[src/hdl/sart_pkg.sv]
// sart_pkg: shared types and constants for the sorted address range table
// holds the entry record, the cell control word and the command and status codes
// no dependencies

package sart_pkg;

   localparam int TABLE_DEPTH = 64;
   localparam int COUNT_W     = $clog2(TABLE_DEPTH + 1);
   localparam int ADDR_W      = 64;
   localparam int FSIZE_W     = 32;
   localparam int CMD_W       = 2;
   localparam int STATUS_W    = 2;
   localparam int ENTRY_CNT_W = 7;
   localparam int REQ_DATA_W  = 160;
   localparam int RSP_DATA_W  = 168;

   typedef enum logic [CMD_W-1:0] {
      CMD_REGISTER   = 2'd0,
      CMD_UNREGISTER = 2'd1,
      CMD_LOOKUP     = 2'd2,
      CMD_CLEAR      = 2'd3
   } command_type;

   typedef enum logic [STATUS_W-1:0] {
      STATUS_OK      = 2'd0,
      STATUS_INVALID = 2'd1,
      STATUS_FULL    = 2'd2,
      STATUS_MISS    = 2'd3
   } status_type;

   typedef enum logic [1:0] {
      CELL_HOLD,
      CELL_COMPARE,
      CELL_INSERT,
      CELL_DELETE
   } cell_op_type;

   typedef struct packed {
      logic [ADDR_W-1:0]  start_addr;
      logic [ADDR_W-1:0]  end_addr;
      logic [FSIZE_W-1:0] frame_bytes;
   } entry_type;

   typedef struct packed {
      cell_op_type        op;
      logic [ADDR_W-1:0]  probe;
      entry_type          fresh;
   } cell_ctrl_type;

endpackage

[src/hdl/sart_cell.sv]
// sart_cell: one slot of the range table, holding an entry and its compare flags
// shifts towards either neighbour on insert or removal
// depends on sart_pkg

module sart_cell (
   input  logic                   clock,
   input  sart_pkg::cell_ctrl_type ctrl,
   input  logic                   valid,
   input  logic                   prefix_left,
   input  logic                   prefix_right,
   input  sart_pkg::entry_type    left_entry,
   input  sart_pkg::entry_type    right_entry,
   output sart_pkg::entry_type    entry_out,
   output logic                   prefix_out,
   output logic                   hit_out,
   output sart_pkg::entry_type    hit_entry
);
   import sart_pkg::*;

   entry_type entry_ff, entry_in;
   logic      le_ff, le_in;
   logic      lt_ff, lt_in;
   logic      below_end_ff, below_end_in;

   assign entry_out  = entry_ff;
   assign prefix_out = valid && le_ff;
   assign hit_out    = prefix_out && !prefix_right && below_end_ff;
   assign hit_entry  = hit_out ? entry_ff : '0;

   always_comb begin
      entry_in     = entry_ff;
      le_in        = le_ff;
      lt_in        = lt_ff;
      below_end_in = below_end_ff;
      case (ctrl.op)
         CELL_COMPARE: begin
            le_in        = entry_ff.start_addr <= ctrl.probe;
            lt_in        = entry_ff.start_addr < ctrl.probe;
            below_end_in = ctrl.probe < entry_ff.end_addr;
         end
         CELL_INSERT: begin
            if (!prefix_out) begin
               entry_in = prefix_left ? ctrl.fresh : left_entry;
            end
         end
         CELL_DELETE: begin
            if (!(valid && lt_ff)) begin
               entry_in = right_entry;
            end
         end
         default: begin
            entry_in = entry_ff;
         end
      endcase
   end

   always_ff @(posedge clock) begin
      entry_ff     <= entry_in;
      le_ff        <= le_in;
      lt_ff        <= lt_in;
      below_end_ff <= below_end_in;
   end

endmodule

[config.mk]
export PLATFORM = sky130hd
export DESIGN_NAME = sart_cell
export DESIGN_NICKNAME = d
export VERILOG_FILES = /design/src/hdl/sart_pkg.sv /design/src/hdl/sart_cell.sv
export SDC_FILE = /design/constraint.sdc
export NUM_CORES = 1
export LEC_CHECK = 0
export BUFFER_PORTS_ARGS = -buffer_cell sky130_fd_sc_hd__buf_2
export CORE_AREA = 2 2 340 342
export DETAILED_ROUTE_END_ITERATION = 12
export DIE_AREA = 0 0 342 344
export HOLD_SLACK_MARGIN = 0.15
export SLEW_MARGIN = 25
export SYNTH_ARGS = -nofsm -noshare
export SYNTH_HDL_FRONTEND = slang
export SYNTH_SLANG_ARGS = --single-unit
[constraint.sdc]
create_clock -name clock -period 23 [get_ports clock]
set_input_delay 1.15 -clock clock [delete_from_list [all_inputs] [get_ports clock]]
set_output_delay 1.15 -clock clock [all_outputs]
set_load 0.01 [all_outputs]
After elaboration in Yosys (flattened, before gate mapping)
Cells that the tools add are included.

Flip-flop bits (word level): 163. Bits in latches: 0. RAM bits: 0. Bits in read-only memories: 0. Input bits: 550. Output and inout bits: 322. Logic and storage cells: 26. Memories: 0.

$add $sub $neg: 0. Multiply operators: 0. Div/mod/pow operators: 0. Magnitude comparators: 3. Equal/unequal tests: 5. Shift operators: 0. Multiplexer cells: 5. Bitwise gates (word level): 0. Reductions and logical operators: 7.

Operators with widths (number): 2-to-1 mux 160 bit (4); one-hot mux 160 bit (2 select lines) (1); < comparator 64 bit (2); less-or-equal comparator 64 bit (1); == test 2 bit (second input constant) (2); logical AND 1 bit (4); != test 2 bit (second input constant) (2); AND reduction 3 bit (1); == test 2 x 1 -> 1 bit (second input constant) (1); nonzero test 2 bit (1); logical NOT 1 bit (1).

Longest topological paths before layout
Depth in word-level cells: 4. Depth in mapped cells: 9. Depth with buffers taken out: 9.

Least setup slack after synthesis
No wires, ideal clock.

Path kind: input to register. Start point: in ctrl[224] (netlist bit). End point: reg entry_ff (netlist bit entry_out[0]), enable pin. Data arrival time: 8.985 ns. Required time: 22.278 ns. Setup slack: 13.294 ns. Stages: 2. Buffers on the path: 0. Path through: mux2_2 -> a21boi_1.

Cells in the longest elaborated chain, start to end: 3. Elaborated cells on any way between the ends: 6.

Ends and longest elaborated chain: start: declaration (line sart_cell.sv:7) `input sart_pkg::cell_ctrl_type ctrl,`; == test 2 bit (line sart_cell.sv:35) `case (ctrl.op)`; != test 2 bit (no source line) / nonzero test 2 bit (equally long branches); AND reduction 3 bit (no source line) (*); end signal: assignment (line sart_cell.sv:58) `entry_ff <= entry_in;`; end: declaration (line sart_cell.sv:20) `entry_type entry_ff, entry_in;`.

Mark *: on every way between the ends. The rest lies on a longest branch, timed or not. A chain may end at the register's enable or synchronous reset.

==> run metrics <==
Final #Nets between 2000 and 3000; final RePlAce weighted congestion 0.9088; WL met2 37.00 mm; DR vias 13586; Detailed Route WL 83.49 mm; full die area 117600 µm²; Max Clock Freq 222.6 MHz; WL/cell between 20 and 25 µm; met3 wire len approximately 7.4 mm; drt drc 0; Resized Gates After CTS 0; I/O Buffers between 800 and 900; endpoints failing setup 0; Fillers 12887; synth warn 0; min-delay worst type in -> reg; MaxCap Viol Count 0; post-route setup TNS 0 ns; first-pass GRT wire length 105.7 mm; Die Span Y 344 µm; clock skew 0.01518 ns; core region area 113900 µm²; clock slew at reported path FFs ~0.090 ns; clk_lat worst skew 0.51 ns; top cells by count, synth nand2_1, edfxtp_1, and2_1, mux2i_1, o21ai_0; CP Max Fanout 86; layout cells sized above 1 0.4255; crit path launch type input pin; Final Cycle Share 0.1953; clock tree buffer depth 2; Vias/cell 3.668; I/O pins between 800 and 900; post-synthesis sequential area ratio 0.3929; Power Total 0.9447 mW; LEAKAGE 9.550 nW; vias in the first global route 12579; Syn Inst Count roughly 1300; Syn Area/Cell 9.317 µm²; Distinct cells, synth 44; RSZ-0062 raised after global routing false; Initial Utilization 0.1094; # rows 124; antenna-violating nets left 0; fin util 0.1684; Iter 0 DRT Violations approximately 690; CTS root buffer clkbuf_16; Synth async-reset ratio 0; CTS sink cnt 163; Peak VDD IR 0.06103 mV; Die Wd approximately 340 µm; Slew HR 0.3494; initial antenna violation count between 100 and 150; Max Slew Vio Count 0; met1 WL roughly 36 mm; Global Route Usage Sum 0.1355; largest net degree at the start of global routing approximately 120; cell area after synthesis 12460 µm²; hold-fix buffers at CTS 0; largest area contributor in the netlist edfxtp_1; Most used DFF post-synth edfxtp_1; min Tclk post-route 4.492 ns; status finished clean; CP Class in -> out; top cells by area, synth edfxtp_1, mux2i_1, ha_1; Final Cell Area 19180 µm²; top-area cell type share of the netlist area 0.3929; H-tree depth 4; Critical Path RT 21.85 ns; Overflow after GRT 0; highest metal used met5; TritonCTS clock tree yes; WHS 0.9176 ns; Post-synth EDFFs 163; Hold Fails Final Rpt 0; dominant cell by count in the synthesized netlist nand2_1; syn nets about 2000; hpwl dp between 70 and 80 mm; Crit. End Element output pin; pwr dens 49.26 nW/µm²; post-synthesis register bit count between 150 and 200; CTS Buf Count 17; postcts setup bufs 0; Worst Path Arrival about 3.3 ns; first drt pass iteration count 5; Placement Cell Area 18550 µm²; Area Overhead vs Synth 53.97%; measured slew at the worst slew-check pin 0.9759 ns
[through the flow]
stage	setup WS (ns)	instances
2_1_floorplan	13.29	1337
3_3_place_gp	18.63	3660
3_5_place_dp	18.52	3660
4_1_cts	18.51	3692
5_1_grt	18.35	3697
6_report	18.51	3704
[cells in the final DEF, fill, tap and decap left out, types with 5 or more instances in the layout]
master       n
o21ai_0    142
edfxtp_1   163
o211ai_1     5
nand4_1     19
ha_1       127
clkbuf_16   17
a21o_1      14
nand2_1    187
nor2_1      17
buf_2      870
buf_4       11
and2_1     161
a211oi_1    12
mux2i_1    160
a21oi_1     41
inv_1      130
nor3_1       6
nand3_1      9
o21ai_1     39
diode_2     11
[cell type report]
type | count | area, µm² | area share
Multi-Input combinational cell | 972 | 6813 | 0.3552
Antenna cell | 11 | 27.53 | 0.001435
Inverter | 130 | 488.0 | 0.02544
Clock buffer | 17 | 425.4 | 0.02218
Sequential cell | 163 | 4895 | 0.2552
Tap cell | 1512 | 1892 | 0.09864
Timing Repair Buffer | 884 | 4483 | 0.2337
Clock inverter | 15 | 156.4 | 0.008154
[power breakdown]
part | internal [mW] | leakage (nW) | switching, mW
logic | 0.105 | 7.69 | 0.134
registers | 0.360 | 1.57 | 0.0347
clock network | 0.160 | 0.284 | 0.150
total | 0.626 | 9.55 | 0.319
[layer usage]
metal,track usage,vias to the layer above
met4,0.04203,70
met1,0.1741,6238
met5,0,-
met2,0.2128,715
li1,-,6355
met3,0.04674,208
[worst paths after layout]
| kind | start | to | slack [ns] | cells after the start |
|---|---|---|---|---|
| max | valid | hit_entry[16] | 18.51 | 6 |
| min | right_entry[113] | entry_out[113] | 0.92 | 3 |
| max reg2reg | entry_out[143] | le_ff | 19.92 | 8 |
| min reg2reg | lt_ff | entry_out[99] | 1.07 | 3 |
[logic make-up (layout without fill, tap and decap cells)]
group,Yosys count,count (layout),synth area share
other,0,11,0
adders and majority gates,127,127,0.1276
and+or+nand+nor,418,418,0.1719
buffers and inverters,202,1046,0.06157
muxes,161,161,0.1295
AOI/OAI and AO/OA,266,266,0.1166
DFF,163,163,0.3929
[state kept, by name (all words and copies together) (netlist names)]
| signal | flops |
|---|---|
| entry_out | 160 |
| below_end_ff | 1 |
| le_ff | 1 |
| lt_ff | 1 |
[critical path, cell delays in order]
cell and delay (ns):
buf_2 0.11, and2_1 0.14, and3b_4 0.77, buf_4 0.68, and2_1 0.22, buf_2 0.13
Power figures use the tool's default switching activity.
